$ cat src/rtl/core/cjs_pkg.sv
// Shared types and constants of the job scheduler.
`timescale 1ns / 1ps
`default_nettype none
package cjs_pkg;

  localparam int unsigned REQ_W      = 1;
  localparam int unsigned ID_W       = 8;
  localparam int unsigned SVC_W      = 8;
  localparam int unsigned STATUS_W   = 3;
  localparam int unsigned OUT_TIME_W = 16;
  localparam int unsigned POLICY_W   = 2;
  localparam int unsigned QUANTUM_W  = 8;
  localparam int unsigned CFG_IDX_W  = 1;
  localparam int unsigned CFG_DATA_W = 8;

  localparam logic [REQ_W-1:0] REQ_ARRIVAL = 1'b0;
  localparam logic [REQ_W-1:0] REQ_TICK    = 1'b1;

  localparam logic [POLICY_W-1:0] POL_FCFS = 2'd0;
  localparam logic [POLICY_W-1:0] POL_SJF  = 2'd1;
  localparam logic [POLICY_W-1:0] POL_HRRN = 2'd2;
  localparam logic [POLICY_W-1:0] POL_RR   = 2'd3;

  localparam logic [CFG_IDX_W-1:0] CFG_POLICY  = 1'b0;
  localparam logic [CFG_IDX_W-1:0] CFG_QUANTUM = 1'b1;

  typedef enum logic [STATUS_W-1:0] {
    ST_ACCEPTED  = 3'd0,
    ST_DROPPED   = 3'd1,
    ST_IDLE_TICK = 3'd2,
    ST_RUN_TICK  = 3'd3,
    ST_DONE      = 3'd4
  } status_t;

  typedef enum logic [3:0] {
    S_IDLE,
    S_ARRIVE,
    S_DISP_CHK,
    S_SCAN_RD,
    S_SCAN_MUL,
    S_SCAN_CMP,
    S_SHIFT_CHK,
    S_SHIFT_RD,
    S_SHIFT_WR,
    S_APPEND,
    S_COMMIT,
    S_RUN
  } state_t;

  typedef struct packed {
    logic latch_in;
    logic arrive;
    logic scan_start;
    logic scan_mul;
    logic scan_cmp;
    logic shift_rd;
    logic shift_wr;
    logic append;
    logic commit;
    logic run;
  } cmd_t;

  typedef struct packed {
    logic in_is_tick;
    logic need_dispatch;
    logic scan_last;
    logic best_in_queue;
    logic shift_more;
    logic out_free;
  } sts_t;

endpackage
`default_nettype wire

$ cat src/rtl/core/cjs_in_if.sv
// Input channel of the job scheduler: arrivals and ticks.
`timescale 1ns / 1ps
`default_nettype none
interface cjs_in_if;
  logic                        valid;
  logic                        ready;
  logic [cjs_pkg::REQ_W-1:0]   req_type;
  logic [cjs_pkg::ID_W-1:0]    job_id;
  logic [cjs_pkg::SVC_W-1:0]   service_time;

  modport source (output valid, req_type, job_id, service_time, input ready);
  modport sink   (input valid, req_type, job_id, service_time, output ready);
endinterface
`default_nettype wire

$ cat src/rtl/core/cjs_out_if.sv
// Result channel of the job scheduler.
`timescale 1ns / 1ps
`default_nettype none
interface cjs_out_if;
  logic                             valid;
  logic                             ready;
  logic [cjs_pkg::STATUS_W-1:0]     status;
  logic [cjs_pkg::ID_W-1:0]         job_id_out;
  logic [cjs_pkg::OUT_TIME_W-1:0]   arrival_stamp;
  logic [cjs_pkg::OUT_TIME_W-1:0]   finish_time;
  logic [cjs_pkg::OUT_TIME_W-1:0]   turnaround;
  logic [cjs_pkg::OUT_TIME_W-1:0]   waiting_time;
  logic [cjs_pkg::OUT_TIME_W-1:0]   first_start;

  modport source (output valid, status, job_id_out, arrival_stamp, finish_time,
                  turnaround, waiting_time, first_start, input ready);
  modport sink   (input valid, status, job_id_out, arrival_stamp, finish_time,
                  turnaround, waiting_time, first_start, output ready);
endinterface
`default_nettype wire

$ cat src/rtl/core/cjs_ctrl.sv
// Sequencer of the job scheduler: arrival, dispatch scan, queue compaction, tick.
`timescale 1ns / 1ps
`default_nettype none
module cjs_ctrl (
  input  logic            clk,
  input  logic            rst_n,
  input  logic            in_valid,
  output logic            in_ready,
  input  cjs_pkg::sts_t   sts,
  output cjs_pkg::cmd_t   cmd
);

  cjs_pkg::state_t state_r;
  cjs_pkg::state_t state_nxt;

  always_ff @(posedge clk) begin
    if (!rst_n) begin
      state_r <= cjs_pkg::S_IDLE;
    end else begin
      state_r <= state_nxt;
    end
  end

  always_comb begin
    state_nxt = state_r;
    unique case (state_r)
      cjs_pkg::S_IDLE: begin
        if (in_valid) begin
          state_nxt = sts.in_is_tick ? cjs_pkg::S_DISP_CHK : cjs_pkg::S_ARRIVE;
        end
      end
      cjs_pkg::S_ARRIVE: begin
        if (sts.out_free) state_nxt = cjs_pkg::S_IDLE;
      end
      cjs_pkg::S_DISP_CHK: begin
        state_nxt = sts.need_dispatch ? cjs_pkg::S_SCAN_RD : cjs_pkg::S_RUN;
      end
      cjs_pkg::S_SCAN_RD:  state_nxt = cjs_pkg::S_SCAN_MUL;
      cjs_pkg::S_SCAN_MUL: state_nxt = cjs_pkg::S_SCAN_CMP;
      cjs_pkg::S_SCAN_CMP: begin
        state_nxt = sts.scan_last ? cjs_pkg::S_SHIFT_CHK : cjs_pkg::S_SCAN_RD;
      end
      cjs_pkg::S_SHIFT_CHK: begin
        priority if (!sts.best_in_queue) state_nxt = cjs_pkg::S_COMMIT;
        else if (sts.shift_more)         state_nxt = cjs_pkg::S_SHIFT_RD;
        else                             state_nxt = cjs_pkg::S_APPEND;
      end
      cjs_pkg::S_SHIFT_RD: state_nxt = cjs_pkg::S_SHIFT_WR;
      cjs_pkg::S_SHIFT_WR: state_nxt = cjs_pkg::S_SHIFT_CHK;
      cjs_pkg::S_APPEND:   state_nxt = cjs_pkg::S_COMMIT;
      cjs_pkg::S_COMMIT:   state_nxt = cjs_pkg::S_RUN;
      cjs_pkg::S_RUN: begin
        if (sts.out_free) state_nxt = cjs_pkg::S_IDLE;
      end
      default: state_nxt = cjs_pkg::S_IDLE;
    endcase
  end

  always_comb begin
    cmd      = '0;
    in_ready = 1'b0;
    unique case (state_r)
      cjs_pkg::S_IDLE: begin
        in_ready     = 1'b1;
        cmd.latch_in = in_valid;
      end
      cjs_pkg::S_ARRIVE:    cmd.arrive     = sts.out_free;
      cjs_pkg::S_DISP_CHK:  cmd.scan_start = sts.need_dispatch;
      cjs_pkg::S_SCAN_RD:   ;
      cjs_pkg::S_SCAN_MUL:  cmd.scan_mul   = 1'b1;
      cjs_pkg::S_SCAN_CMP:  cmd.scan_cmp   = 1'b1;
      cjs_pkg::S_SHIFT_CHK: ;
      cjs_pkg::S_SHIFT_RD:  cmd.shift_rd   = 1'b1;
      cjs_pkg::S_SHIFT_WR:  cmd.shift_wr   = 1'b1;
      cjs_pkg::S_APPEND:    cmd.append     = 1'b1;
      cjs_pkg::S_COMMIT:    cmd.commit     = 1'b1;
      cjs_pkg::S_RUN:       cmd.run        = sts.out_free;
      default: ;
    endcase
  end

endmodule
`default_nettype wire

$ cat src/rtl/core/cjs_datapath.sv
// Ready queue memory, running job, time counter, dispatch compare and result register.
`timescale 1ns / 1ps
`default_nettype none
module cjs_datapath #(
  parameter int unsigned QUEUE_DEPTH = 16,
  parameter int unsigned TIME_BITS   = 16
) (
  input  logic                                clk,
  input  logic                                rst_n,
  input  cjs_pkg::cmd_t                       cmd,
  output cjs_pkg::sts_t                       sts,
  input  logic [cjs_pkg::REQ_W-1:0]           in_req_type,
  input  logic [cjs_pkg::ID_W-1:0]            in_job_id,
  input  logic [cjs_pkg::SVC_W-1:0]           in_service_time,
  output logic                                out_valid,
  input  logic                                out_ready,
  output logic [cjs_pkg::STATUS_W-1:0]        out_status,
  output logic [cjs_pkg::ID_W-1:0]            out_job_id,
  output logic [cjs_pkg::OUT_TIME_W-1:0]      out_arrival,
  output logic [cjs_pkg::OUT_TIME_W-1:0]      out_finish,
  output logic [cjs_pkg::OUT_TIME_W-1:0]      out_turnaround,
  output logic [cjs_pkg::OUT_TIME_W-1:0]      out_waiting,
  output logic [cjs_pkg::OUT_TIME_W-1:0]      out_first,
  input  logic                                cfg_we,
  input  logic [cjs_pkg::CFG_IDX_W-1:0]       cfg_index,
  input  logic [cjs_pkg::CFG_DATA_W-1:0]      cfg_wdata
);

  localparam int unsigned AW     = $clog2(QUEUE_DEPTH);
  localparam int unsigned CW     = $clog2(QUEUE_DEPTH + 1);
  localparam int unsigned XW     = CW + 1;
  localparam int unsigned TB     = TIME_BITS;
  localparam int unsigned NUM_W  = TIME_BITS + 1;
  localparam int unsigned SVC_W  = cjs_pkg::SVC_W;
  localparam int unsigned ID_W   = cjs_pkg::ID_W;
  localparam int unsigned PROD_W = NUM_W + SVC_W;
  localparam int unsigned OW     = cjs_pkg::OUT_TIME_W;

  typedef struct packed {
    logic [ID_W-1:0]  id;
    logic [SVC_W-1:0] svc;
    logic [SVC_W-1:0] used;
    logic [TB-1:0]    arr;
    logic [TB-1:0]    first;
    logic             started;
  } entry_t;

  entry_t mem [QUEUE_DEPTH];
  entry_t rd_data_r;
  entry_t run_r;
  entry_t best_r;
  entry_t cand_r;

  logic [CW-1:0]                    count_r;
  logic [TB-1:0]                    time_r;
  logic                             run_valid_r;
  logic [cjs_pkg::QUANTUM_W-1:0]    slice_r;
  logic                             held_r;
  logic [cjs_pkg::POLICY_W-1:0]     policy_r;
  logic [cjs_pkg::QUANTUM_W-1:0]    quantum_r;
  logic [ID_W-1:0]                  req_id_r;
  logic [SVC_W-1:0]                 req_svc_r;
  logic [CW-1:0]                    idx_r;
  logic [CW-1:0]                    best_idx_r;
  logic [CW-1:0]                    shift_j_r;
  logic [PROD_W-1:0]                p_cand_r;
  logic [PROD_W-1:0]                p_best_r;
  logic                             out_valid_r;
  logic [cjs_pkg::STATUS_W-1:0]     status_r;
  logic [ID_W-1:0]                  job_id_r;
  logic [OW-1:0]                    arrival_r;
  logic [OW-1:0]                    finish_r;
  logic [OW-1:0]                    turn_r;
  logic [OW-1:0]                    wait_r;
  logic [OW-1:0]                    first_r;

  logic             mem_we;
  logic [AW-1:0]    mem_waddr;
  logic [AW-1:0]    mem_raddr;
  entry_t           mem_wdata;
  entry_t           new_entry;
  entry_t           commit_entry;
  entry_t           cand;
  logic             has_room;
  logic [CW-1:0]    count_m1;
  logic [CW-1:0]    shift_nx;
  logic [TB-1:0]    cand_age;
  logic [TB-1:0]    best_age;
  logic [NUM_W-1:0] cand_num;
  logic [NUM_W-1:0] best_num;
  logic             beats;
  logic             take;
  logic [TB-1:0]    time_inc;
  logic [SVC_W-1:0] used_inc;
  logic [cjs_pkg::QUANTUM_W-1:0] slice_inc;
  logic             done;
  logic [TB-1:0]    turn;
  logic [TB-1:0]    wait_t;

  assign has_room = count_r < CW'(QUEUE_DEPTH);
  assign count_m1 = count_r - CW'(1);
  assign shift_nx = shift_j_r + CW'(1);

  always_comb begin
    new_entry         = run_r;
    new_entry.id      = req_id_r;
    new_entry.svc     = req_svc_r;
    new_entry.used    = '0;
    new_entry.arr     = time_r;
    new_entry.first   = '0;
    new_entry.started = 1'b0;
  end

  // stamp the first dispatch time once
  always_comb begin
    commit_entry = best_r;
    if (!best_r.started) begin
      commit_entry.started = 1'b1;
      commit_entry.first   = time_r;
    end
  end

  // queue memory: one write and one registered read per cycle
  always_comb begin
    mem_we    = 1'b0;
    mem_waddr = count_r[AW-1:0];
    mem_wdata = new_entry;
    priority if (cmd.arrive && has_room) begin
      mem_we = 1'b1;
    end else if (cmd.shift_wr) begin
      mem_we    = 1'b1;
      mem_waddr = shift_j_r[AW-1:0];
      mem_wdata = rd_data_r;
    end else if (cmd.append && held_r) begin
      // preempted job rejoins at the tail
      mem_we    = 1'b1;
      mem_waddr = count_m1[AW-1:0];
      mem_wdata = run_r;
    end else begin
      mem_we = 1'b0;
    end
  end

  assign mem_raddr = cmd.shift_rd ? shift_nx[AW-1:0] : idx_r[AW-1:0];

  always_ff @(posedge clk) begin
    if (mem_we) begin
      mem[mem_waddr] <= mem_wdata;
    end
    rd_data_r <= mem[mem_raddr];
  end

  // dispatch compare
  assign cand     = (idx_r < count_r) ? rd_data_r : run_r;
  assign cand_age = time_r - cand.arr;
  assign best_age = time_r - best_r.arr;
  assign cand_num = NUM_W'(cand_age) + NUM_W'(cand.svc);
  assign best_num = NUM_W'(best_age) + NUM_W'(best_r.svc);

  always_comb begin
    unique case (policy_r)
      cjs_pkg::POL_SJF:  beats = cand_r.svc < best_r.svc;
      cjs_pkg::POL_HRRN: beats = p_cand_r > p_best_r;
      default:           beats = 1'b0;
    endcase
  end

  assign take = (idx_r == '0) || beats;

  // tick arithmetic
  assign time_inc  = time_r + TB'(1);
  assign used_inc  = run_r.used + SVC_W'(1);
  assign slice_inc = (slice_r == '1) ? slice_r : slice_r + cjs_pkg::QUANTUM_W'(1);
  assign done      = used_inc >= run_r.svc;
  assign turn      = time_inc - run_r.arr;
  assign wait_t    = turn - TB'(run_r.svc);

  always_ff @(posedge clk) begin
    if (!rst_n) begin
      policy_r  <= cjs_pkg::POL_FCFS;
      quantum_r <= cjs_pkg::QUANTUM_W'(1);
    end else if (cfg_we) begin
      unique case (cfg_index)
        cjs_pkg::CFG_POLICY:  policy_r  <= cfg_wdata[cjs_pkg::POLICY_W-1:0];
        cjs_pkg::CFG_QUANTUM: quantum_r <= cfg_wdata[cjs_pkg::QUANTUM_W-1:0];
        default: ;
      endcase
    end
  end

  always_ff @(posedge clk) begin
    if (!rst_n) begin
      count_r     <= '0;
      time_r      <= '0;
      run_valid_r <= 1'b0;
      slice_r     <= '0;
      held_r      <= 1'b0;
    end else begin
      if (cmd.arrive && has_room) begin
        count_r <= count_r + CW'(1);
      end
      if (cmd.commit) begin
        if (best_idx_r < count_r && !held_r) count_r <= count_m1;
        held_r      <= 1'b0;
        run_valid_r <= 1'b1;
        slice_r     <= '0;
      end
      if (cmd.run) begin
        time_r <= time_inc;
        if (run_valid_r) begin
          slice_r <= slice_inc;
          if (done) begin
            run_valid_r <= 1'b0;
          end else if (policy_r == cjs_pkg::POL_RR && slice_inc >= quantum_r) begin
            held_r <= 1'b1;
          end
        end
      end
    end
  end

  always_ff @(posedge clk) begin
    if (cmd.latch_in) begin
      req_id_r  <= in_job_id;
      req_svc_r <= in_service_time;
    end
    if (cmd.scan_start) begin
      idx_r <= '0;
    end
    if (cmd.scan_mul) begin
      cand_r   <= cand;
      p_cand_r <= PROD_W'(cand_num) * PROD_W'(best_r.svc);
      p_best_r <= PROD_W'(best_num) * PROD_W'(cand.svc);
    end
    if (cmd.scan_cmp) begin
      idx_r <= idx_r + CW'(1);
      if (take) begin
        best_r     <= cand_r;
        best_idx_r <= idx_r;
        shift_j_r  <= idx_r;
      end
    end
    if (cmd.shift_wr) begin
      shift_j_r <= shift_nx;
    end
    if (cmd.commit) begin
      run_r <= commit_entry;
    end
    if (cmd.run && run_valid_r) begin
      run_r.used <= used_inc;
    end
  end

  // result register
  always_ff @(posedge clk) begin
    if (!rst_n) begin
      out_valid_r <= 1'b0;
    end else if (cmd.arrive || cmd.run) begin
      out_valid_r <= 1'b1;
    end else if (out_ready) begin
      out_valid_r <= 1'b0;
    end
  end

  always_ff @(posedge clk) begin
    if (cmd.arrive) begin
      status_r  <= has_room ? cjs_pkg::ST_ACCEPTED : cjs_pkg::ST_DROPPED;
      job_id_r  <= req_id_r;
      arrival_r <= '0;
      finish_r  <= '0;
      turn_r    <= '0;
      wait_r    <= '0;
      first_r   <= '0;
    end else if (cmd.run) begin
      if (run_valid_r && done) begin
        status_r  <= cjs_pkg::ST_DONE;
        job_id_r  <= run_r.id;
        arrival_r <= OW'(run_r.arr);
        finish_r  <= OW'(time_inc);
        turn_r    <= OW'(turn);
        wait_r    <= OW'(wait_t);
        first_r   <= OW'(run_r.first);
      end else begin
        status_r  <= run_valid_r ? cjs_pkg::ST_RUN_TICK : cjs_pkg::ST_IDLE_TICK;
        job_id_r  <= run_valid_r ? run_r.id : '0;
        arrival_r <= '0;
        finish_r  <= '0;
        turn_r    <= '0;
        wait_r    <= '0;
        first_r   <= '0;
      end
    end
  end

  assign out_valid      = out_valid_r;
  assign out_status     = status_r;
  assign out_job_id     = job_id_r;
  assign out_arrival    = arrival_r;
  assign out_finish     = finish_r;
  assign out_turnaround = turn_r;
  assign out_waiting    = wait_r;
  assign out_first      = first_r;

  always_comb begin
    sts.in_is_tick    = in_req_type == cjs_pkg::REQ_TICK;
    sts.need_dispatch = held_r || (!run_valid_r && count_r != '0);
    sts.scan_last     = (XW'(idx_r) + XW'(1)) == (XW'(count_r) + XW'(held_r));
    sts.best_in_queue = best_idx_r < count_r;
    sts.shift_more    = (XW'(shift_j_r) + XW'(1)) < XW'(count_r);
    sts.out_free      = !out_valid_r || out_ready;
  end

endmodule
`default_nettype wire

$ cat src/rtl/core/cpu_job_scheduler_fcfs_sjf_rr_hrrn.sv
// Top level of the job scheduler: sequencer plus datapath.
// An arrival passes through ARRIVE, a tick through DISP_CHK and RUN; ARRIVE and RUN wait
// for a free output register. A tick that dispatches also scans the candidates (read,
// multiply, compare for each, through the single queue read port and the response-ratio
// multipliers), moves entries up to close the gap, passes APPEND when the winner leaves
// the queue, and COMMIT. One item is in work at a time; a result waits in the output
// register. Synchronous reset empties the queue, idles the CPU and zeroes time.
`timescale 1ns / 1ps
`default_nettype none
module cpu_job_scheduler_fcfs_sjf_rr_hrrn #(
  parameter int unsigned QUEUE_DEPTH = 16,
  parameter int unsigned TIME_BITS   = 16
) (
  input  logic                              clk,
  input  logic                              rst_n,
  cjs_in_if.sink                            in_ch,
  cjs_out_if.source                         out_ch,
  input  logic                              cfg_we,
  input  logic [cjs_pkg::CFG_IDX_W-1:0]     cfg_index,
  input  logic [cjs_pkg::CFG_DATA_W-1:0]    cfg_wdata
);

  cjs_pkg::cmd_t cmd;
  cjs_pkg::sts_t sts;
  logic          in_ready;

  cjs_ctrl u_ctrl (
    .clk      (clk),
    .rst_n    (rst_n),
    .in_valid (in_ch.valid),
    .in_ready (in_ready),
    .sts      (sts),
    .cmd      (cmd)
  );

  cjs_datapath #(
    .QUEUE_DEPTH (QUEUE_DEPTH),
    .TIME_BITS   (TIME_BITS)
  ) u_datapath (
    .clk             (clk),
    .rst_n           (rst_n),
    .cmd             (cmd),
    .sts             (sts),
    .in_req_type     (in_ch.req_type),
    .in_job_id       (in_ch.job_id),
    .in_service_time (in_ch.service_time),
    .out_valid       (out_ch.valid),
    .out_ready       (out_ch.ready),
    .out_status      (out_ch.status),
    .out_job_id      (out_ch.job_id_out),
    .out_arrival     (out_ch.arrival_stamp),
    .out_finish      (out_ch.finish_time),
    .out_turnaround  (out_ch.turnaround),
    .out_waiting     (out_ch.waiting_time),
    .out_first       (out_ch.first_start),
    .cfg_we          (cfg_we),
    .cfg_index       (cfg_index),
    .cfg_wdata       (cfg_wdata)
  );

  assign in_ch.ready = in_ready;

endmodule
`default_nettype wire

$ cat src/flat_wrapper.sv
// flat-port wrapper written by rule: the top's interface ports become plain ports
module cpu_job_scheduler_fcfs_sjf_rr_hrrn_flat 
#(
  parameter int unsigned QUEUE_DEPTH = 16,
  parameter int unsigned TIME_BITS   = 16
)
  (clk, rst_n, cfg_we, cfg_index, cfg_wdata, in_ch_valid, in_ch_req_type, in_ch_job_id, in_ch_service_time, in_ch_ready, out_ch_valid, out_ch_status, out_ch_job_id_out, out_ch_arrival_stamp, out_ch_finish_time, out_ch_turnaround, out_ch_waiting_time, out_ch_first_start, out_ch_ready);
  cjs_in_if in_ch_i ();
  cjs_out_if out_ch_i ();
  input  logic clk;
  input  logic rst_n;
  input  logic cfg_we;
  input  logic [cjs_pkg::CFG_IDX_W-1:0] cfg_index;
  input  logic [cjs_pkg::CFG_DATA_W-1:0] cfg_wdata;
  input wire logic [$bits(in_ch_i.valid)-1:0] in_ch_valid;
  input wire logic [$bits(in_ch_i.req_type)-1:0] in_ch_req_type;
  input wire logic [$bits(in_ch_i.job_id)-1:0] in_ch_job_id;
  input wire logic [$bits(in_ch_i.service_time)-1:0] in_ch_service_time;
  output wire logic [$bits(in_ch_i.ready)-1:0] in_ch_ready;
  output wire logic [$bits(out_ch_i.valid)-1:0] out_ch_valid;
  output wire logic [$bits(out_ch_i.status)-1:0] out_ch_status;
  output wire logic [$bits(out_ch_i.job_id_out)-1:0] out_ch_job_id_out;
  output wire logic [$bits(out_ch_i.arrival_stamp)-1:0] out_ch_arrival_stamp;
  output wire logic [$bits(out_ch_i.finish_time)-1:0] out_ch_finish_time;
  output wire logic [$bits(out_ch_i.turnaround)-1:0] out_ch_turnaround;
  output wire logic [$bits(out_ch_i.waiting_time)-1:0] out_ch_waiting_time;
  output wire logic [$bits(out_ch_i.first_start)-1:0] out_ch_first_start;
  input wire logic [$bits(out_ch_i.ready)-1:0] out_ch_ready;
  assign in_ch_i.valid = in_ch_valid;
  assign in_ch_i.req_type = in_ch_req_type;
  assign in_ch_i.job_id = in_ch_job_id;
  assign in_ch_i.service_time = in_ch_service_time;
  assign in_ch_ready = in_ch_i.ready;
  assign out_ch_valid = out_ch_i.valid;
  assign out_ch_status = out_ch_i.status;
  assign out_ch_job_id_out = out_ch_i.job_id_out;
  assign out_ch_arrival_stamp = out_ch_i.arrival_stamp;
  assign out_ch_finish_time = out_ch_i.finish_time;
  assign out_ch_turnaround = out_ch_i.turnaround;
  assign out_ch_waiting_time = out_ch_i.waiting_time;
  assign out_ch_first_start = out_ch_i.first_start;
  assign out_ch_i.ready = out_ch_ready;
  cpu_job_scheduler_fcfs_sjf_rr_hrrn #(.QUEUE_DEPTH(QUEUE_DEPTH), .TIME_BITS(TIME_BITS)) u_core (.clk(clk), .rst_n(rst_n), .in_ch(in_ch_i), .out_ch(out_ch_i), .cfg_we(cfg_we), .cfg_index(cfg_index), .cfg_wdata(cfg_wdata));
endmodule
$ cat config.mk
export PLATFORM = sky130hd
export DESIGN_NAME = cpu_job_scheduler_fcfs_sjf_rr_hrrn_flat
export DESIGN_NICKNAME = d
export VERILOG_FILES = /design/src/rtl/core/cjs_pkg.sv /design/src/rtl/core/cjs_in_if.sv /design/src/rtl/core/cjs_out_if.sv /design/src/rtl/core/cjs_ctrl.sv /design/src/rtl/core/cjs_datapath.sv /design/src/rtl/core/cpu_job_scheduler_fcfs_sjf_rr_hrrn.sv /design/src/flat_wrapper.sv
export SDC_FILE = /design/constraint.sdc
export NUM_CORES = 2
export LEC_CHECK = 0
export BUFFER_PORTS_ARGS = -buffer_cell sky130_fd_sc_hd__buf_2
export CAP_MARGIN = 20
export CORE_MARGIN = 8
export CORE_UTILIZATION = 55
export DETAILED_ROUTE_END_ITERATION = 12
export GPL_TIMING_DRIVEN = 0
export PLACE_DENSITY_LB_ADDON = 0.15
export SYNTH_ARGS = -nofsm -noshare
export SYNTH_HDL_FRONTEND = slang
export SYNTH_SLANG_ARGS = --single-unit
$ cat constraint.sdc
create_clock -name clk -period 10.6 [get_ports clk]
set_input_delay 0 -clock clk [delete_from_list [all_inputs] [get_ports clk]]
set_output_delay 0 -clock clk [all_outputs]
set_load 0.005 [all_outputs]
Word level (Yosys, flattened, before mapping) --
Memories as Yosys holds them, arrays and structs flattened. A register that Yosys moved wholly into a read port is not among the register bits. Cells that the tools add are included.
Cells by class: add/subtract/negate cells 16, multiply operators 2, $lt $le $gt $ge 8, eq/ne operators 18, multiplexer cells 73, bitwise gates (word level) 1, reduce and logical (&&, ||, !) cells 29
Operator list (count):
- 57-bit 2-to-1 mux | 4
- 16-bit 2-to-1 mux | 5
- 8-bit 2-to-1 mux | 9
- 17-bit by 8-bit multiplier with 25-bit output | 2
- 16-bit subtractor | 3
- 4-bit one-hot mux with 11 select lines | 1
- 41-bit 2-to-1 mux | 1
- 5-bit 2-to-1 mux | 8
- 4-bit 2-to-1 mux | 9
- 16-bit by 8-bit adder with 17-bit output | 2
- 1-bit 2-to-1 mux | 29
- 25-bit > comparator | 1
- 17-bit 2-to-1 mux | 1
- 16-bit by 1-bit adder with 16-bit output (second input constant) | 1
- 8-bit by 1-bit adder with 8-bit output (second input constant) | 2
- 4-bit by 3-bit == test with 1-bit output (second input constant) | 4
- 4-bit == test (second input constant) | 4
- 8-bit >= comparator | 2
- 16-bit by 8-bit subtractor with 16-bit output | 1
- 5-bit by 1-bit adder with 5-bit output (second input constant) | 3
- 5-bit by 1-bit adder with 6-bit output (second input constant) | 2
- 3-bit 2-to-1 mux | 4
- 2-bit nonzero test | 6
- 5-bit < comparator | 2
- other kinds (24) | 41
Word-level totals: flip-flop bits (word level) 389, bits in writable memories 912, output and inout bits 93, memories 1
Memories:
- u_core.u_datapath.mem | words 16, bits a word 57, rd ports 1, clocked after Yosys merged registers in 1, wr ports 1, line cjs_datapath.sv:48 | entry_t mem [QUEUE_DEPTH];

Logic depth before layout (Yosys ltp) --
depth after elaboration 8, gate-level depth with buffers 40, depth with buffers taken out 37

Cells and area by module --
From an unflattened synthesis, not the netlist that was laid out.
Second synthesis, totals: cell total of the unflattened synthesis 4541, area total of the unflattened synthesis 64866.0 um^2
Modules (own cells, without submodules):
- cjs_datapath | instances 1, cells each 4478, area an instance 64434.3 um^2, sequential area each 38837.2 um^2
- cjs_ctrl | instances 1, cells each 63, area an instance 431.7 um^2, sequential area each 80.1 um^2

Worst setup path before layout --
Ideal clock, no wire load.
kind register to register, start reg u_core.u_datapath.count_r[2], end reg u_core.u_datapath.p_cand_r[24] (data pin), data arrival time 9254 ps, required time 10340 ps, path slack 1086 ps, stages on the path, launching flop included 39, buffers on the path 4, clock period less this slack 9514 ps, cells stage by stage dfxtp_1 > clkbuf_1 > inv_1 > ha_1 > a21oi_1 > o21ai_1 > buf_2 > buf_2 > buf_1 > mux2_2 > ha_1 > fa_1 > nor2b_1 > o21a_1 > nor2_1 > xnor2_1 > ha_1 > o21a_1 > (+3 left out) > nor3_2 > o21a_1 > nor3_4 > mux2i_1 > fa_1 > fa_1 > fa_1 > inv_1 > fa_1 > inv_1 > ha_1 > a211oi_1 > nor4b_1 > a221oi_1 > nand3b_1 > a31o_2 > a21oi_1 > xnor2_1
RTL lines:
- start: declaration | line cjs_datapath.sv:54 | logic [CW-1:0] count_r;
- start signal: assignment | line cjs_datapath.sv:200 | count_r <= count_r + CW'(1);
- start signal: assignment | line cjs_datapath.sv:203 | if (best_idx_r < count_r && !held_r) count_r <= count_m1;
- end signal: assignment | line cjs_datapath.sv:232 | p_cand_r <= PROD_W'(cand_num) * PROD_W'(best_r.svc);
- end: declaration | line cjs_datapath.sv:66 | logic [PROD_W-1:0] p_cand_r;

==> results.sh <==
export IMPL_status="completed"
export IMPL_portBuffers=122
export IMPL_cts_made_buffers=140
export IMPL_worstRegToRegCells=38
export IMPL_flow_area_growth_from_synthesis_pct=13.7
export IMPL_grt_max_degree=41
export IMPL_die_area_um2=130000
export IMPL_die_w_um=360
export IMPL_clock_sinks=1357
export IMPL_synth_nets=4959
export IMPL_synth_common_cells="edfxtp_1, inv_1, nand2_1, nor2_1, ha_1"
export IMPL_synth_top_cell_area_share_pct=54.2
export IMPL_drv_slew=0
export IMPL_yosys_top_cells_area="edfxtp_1, mux4_2, fa_1"
export IMPL_whs_ns=0.274
export IMPL_tightest_slew_ns=1.18
export IMPL_grt_usage_pct=26.6
export IMPL_max_stage_delay_ns=0.64
export IMPL_fin_util_pct=62.9
export IMPL_io_pins=124
export IMPL_cp_arrival_ns=10.68
export IMPL_relSlewSlack_pct=21.0
export IMPL_die_h_um=360
export IMPL_end_kind="register"
export IMPL_tns_ns=0
export IMPL_place_detailed_hpwl_um=127000
export IMPL_antenna_found_initial=3
export IMPL_synth_most_common_cell="edfxtp_1"
export IMPL_cts_tree="built"
export IMPL_period_needed_ns=10.26
export IMPL_worstSetupStartpointType="register"
export IMPL_cp_slowest_cell="xor2_1"
export IMPL_power_density_nw_per_um2=256
export IMPL_ys_async_sr_fraction_pct=0
export IMPL_ys_ff_latch=1357
export IMPL_rows=126
export IMPL_drtPass1Iterations=8
export IMPL_period_share_pct=96.8
export IMPL_critPathRequiredTime_ns=11.02
export IMPL_grt_pass1_wl_um=257000
export IMPL_synth_avg_cell_area_um2=14.4
export IMPL_synth_flop_cell="edfxtp_1"
export IMPL_fmax_ghz=0.0975
export IMPL_route_detailed_drc=0
export IMPL_clk_latency_ns=0.75
export IMPL_via_count=39475
export IMPL_peakVddDrop_uv=518
export IMPL_synthesis_area_um2=65100
export IMPL_ant_nets=0
export IMPL_r2r_end="u_core.u_datapath.p_cand_r[24]$_DFFE_PP_"
export IMPL_ys_seq_area_share_pct=59.8
export IMPL_synth_cell_type_count=90
export IMPL_hold_start="out_ch_ready"
export IMPL_worst_setup_path_type="reg -> reg"
export IMPL_maxCapViolCount=0
export IMPL_final_nets=5344
export IMPL_htree_levels=4
export IMPL_r2r_start="u_core.u_datapath.count_r[1]$_SDFF_PN0_"
export IMPL_synthCells=4509
export IMPL_drive_gt1_share_pct=15.9
export IMPL_worst_r2r_setup_slack_ns=0.34
export IMPL_setup_viol=0
export IMPL_drt_initial_drc_count=4041
export IMPL_totalWireLength_um=175000
export IMPL_synth_largest_area_cell="edfxtp_1"
export IMPL_leakage_uw=0.0274
export IMPL_synth_edf_count=1174
export IMPL_yosys_warnings=0
export IMPL_min_path_type="in -> reg"
export IMPL_final_hold_viol_count=0
export IMPL_fin_skew_ns=0.0624
export IMPL_place_congestion=0.893
export IMPL_fin_ws_ns=0.341
export IMPL_clockRootBuffer="clkbuf_16"
export IMPL_hold_end="u_core.u_datapath.out_valid$_SDFFE_PN0P_"
export IMPL_clkTransAtPathRegs_ns=0.06
export IMPL_min_path_cells=4
export IMPL_cts_path_max_buffers=3
export IMPL_grt_remaining_overflow=0
export IMPL_start_util_pct=55.3
export IMPL_routedWlPerCell_um=26.7
export IMPL_cp_max_fo=10
export IMPL_pre_cts_ws_ns=-1.14
export IMPL_core_area_um2=118000
export IMPL_rsz0062_at_grt="no"
export IMPL_viasPerCell=6.03
export IMPL_grt_pass1_vias=39277
## power breakdown
group	switching, uW	internal, uW
sequential	156	6880
clock	2100	2710
combinational	4270	2790
total	6530	12400
## cell usage in the layout (no fill, tap or decap), drive strengths merged, types with 7 or more instances in the layout
cell type,count
fa,186
a32o,7
mux2i,91
edfxtp,1174
ha,233
nor2b,84
nor3,43
o21a,47
nand4,18
a21oi,181
and3,20
nor3b,11
a21o,48
nand2b,46
clkinv,52
o21ai,79
dlygate4sd3,65
xnor2,108
xor2,49
nand3,79
a22o,28
a31oi,8
inv,349
o21bai,11
o211ai,8
dfxtp,183
and2,111
clkbuf,321
nor2,235
a211oi,75
o31a,8
mux2,53
buf,247
nor4,13
a22oi,79
a21boi,23
or3,17
mux4,228
nand2,302
or2,12
## registers in the layout, summed over array words and instances (netlist names), 16 cells and up
register / flops
u_core.u_datapath.mem: 912
u_core.u_datapath.best_r: 57
u_core.u_datapath.time_r: 16
u_core.u_datapath.p_best_r: 25
u_core.u_datapath.run_r: 56
u_core.u_datapath.out_turnaround: 16
u_core.u_datapath.out_arrival: 16
u_core.u_datapath.rd_data_r: 57
u_core.u_datapath.out_finish: 16
u_core.u_datapath.p_cand_r: 25
u_core.u_datapath.cand_r: 57
u_core.u_datapath.out_first: 16
u_core.u_datapath.out_waiting: 16
## worst max-delay path by stage
| stage | startpoint | end | slack (ns) | depth (start not counted) |
|---|---|---|---|---|
| final | u_core.u_datapath.count_r[1]$_SDFF_PN0_ | u_core.u_datapath.p_cand_r[24]$_DFFE_PP_ | 0.34 | 38 |
| after global routing | u_core.u_datapath.count_r[1]$_SDFF_PN0_ | u_core.u_datapath.p_cand_r[23]$_DFFE_PP_ | 0.001 | 40 |
| after CTS | u_core.u_datapath.count_r[1]$_SDFF_PN0_ | u_core.u_datapath.p_cand_r[23]$_DFFE_PP_ | 0.03 | 39 |
| after detailed placement | u_core.u_datapath.count_r[2]$_SDFF_PN0_ | u_core.u_datapath.p_cand_r[24]$_DFFE_PP_ | -1.14 | 39 |
| after global placement | u_core.u_ctrl.state_r[3]$_SDFFE_PN0P_ | u_core.u_datapath.cand_r[47]$_DFFE_PP_ | -3.89 | 4 |
| after floorplan | u_core.u_datapath.count_r[2]$_SDFF_PN0_ | u_core.u_datapath.p_cand_r[24]$_DFFE_PP_ | 1.09 | 38 |
## final cells by class
| type | instances | area [um2] |
|---|---|---|
| tap | 1536 | 1920 |
| fill | 8710 | 43700 |
| buffer | 194 | 805 |
| inverter | 344 | 1300 |
| timing repair buffer | 246 | 2240 |
| antenna | 2 | 5.00 |
| sequential | 1357 | 38900 |
| multi-input combinational | 2611 | 24300 |
| clock inverter | 68 | 643 |
| clock buffer | 193 | 3860 |
## critical path, delay by kind of cell, from the launching register on
kind                       cells  cell delay, ns
AOI/OAI and AO/OA             14            2.62
xor gates and xnor gates       3            0.90
adders and majority gates      9            3.66
buffers and inverters          7            1.24
DFF                            1            0.42
muxes                          1            0.44
and+or+nand+nor                4            0.64
## through the flow
step                      power, uW  cell area (um2)  instances
final                         18900            74000       6551
after global routing          20000            74000       6549
after CTS                     19000            73900       6544
after detailed placement      14100            68700       6219
after global placement        14000            67600       6167
after floorplan               12000            65100       4509
## cells by family after synthesis
kind of cell | after synthesis | synth area share (%)
multiplexers | 372 | 10.2
XOR/XNOR | 157 | 2.15
flip-flops | 1357 | 59.8
AO/OA/AOI/OAI | 656 | 6.89
buffers and inverters | 541 | 3.22
adder cells (fa/ha/maj) | 419 | 10.2
AND/OR/NAND/NOR | 1007 | 7.52
## layer usage
metal | GRT usage [%] | up-vias | wire length [um]
met5 | 0 | - | 0
met4 | 7.45 | 0 | 4970
met3 | 5.61 | 265 | 14600
met2 | 44.1 | 1601 | 84400
met1 | 35.7 | 20108 | 71100
li1 | - | 17501 | -
## timing repair
| item | CTS | global route |
|---|---|---|
| hold buffers | 65 | 0 |
| hold endpoints to repair | 44 | 0 |
| endpoints found under the setup margin | 13 | 10 |
| resized for setup | 11 | 18 |
| setup buffers | 1 | 4 |
| pin swaps | 1 | 0 |
(Power assumes the default switching activity.)
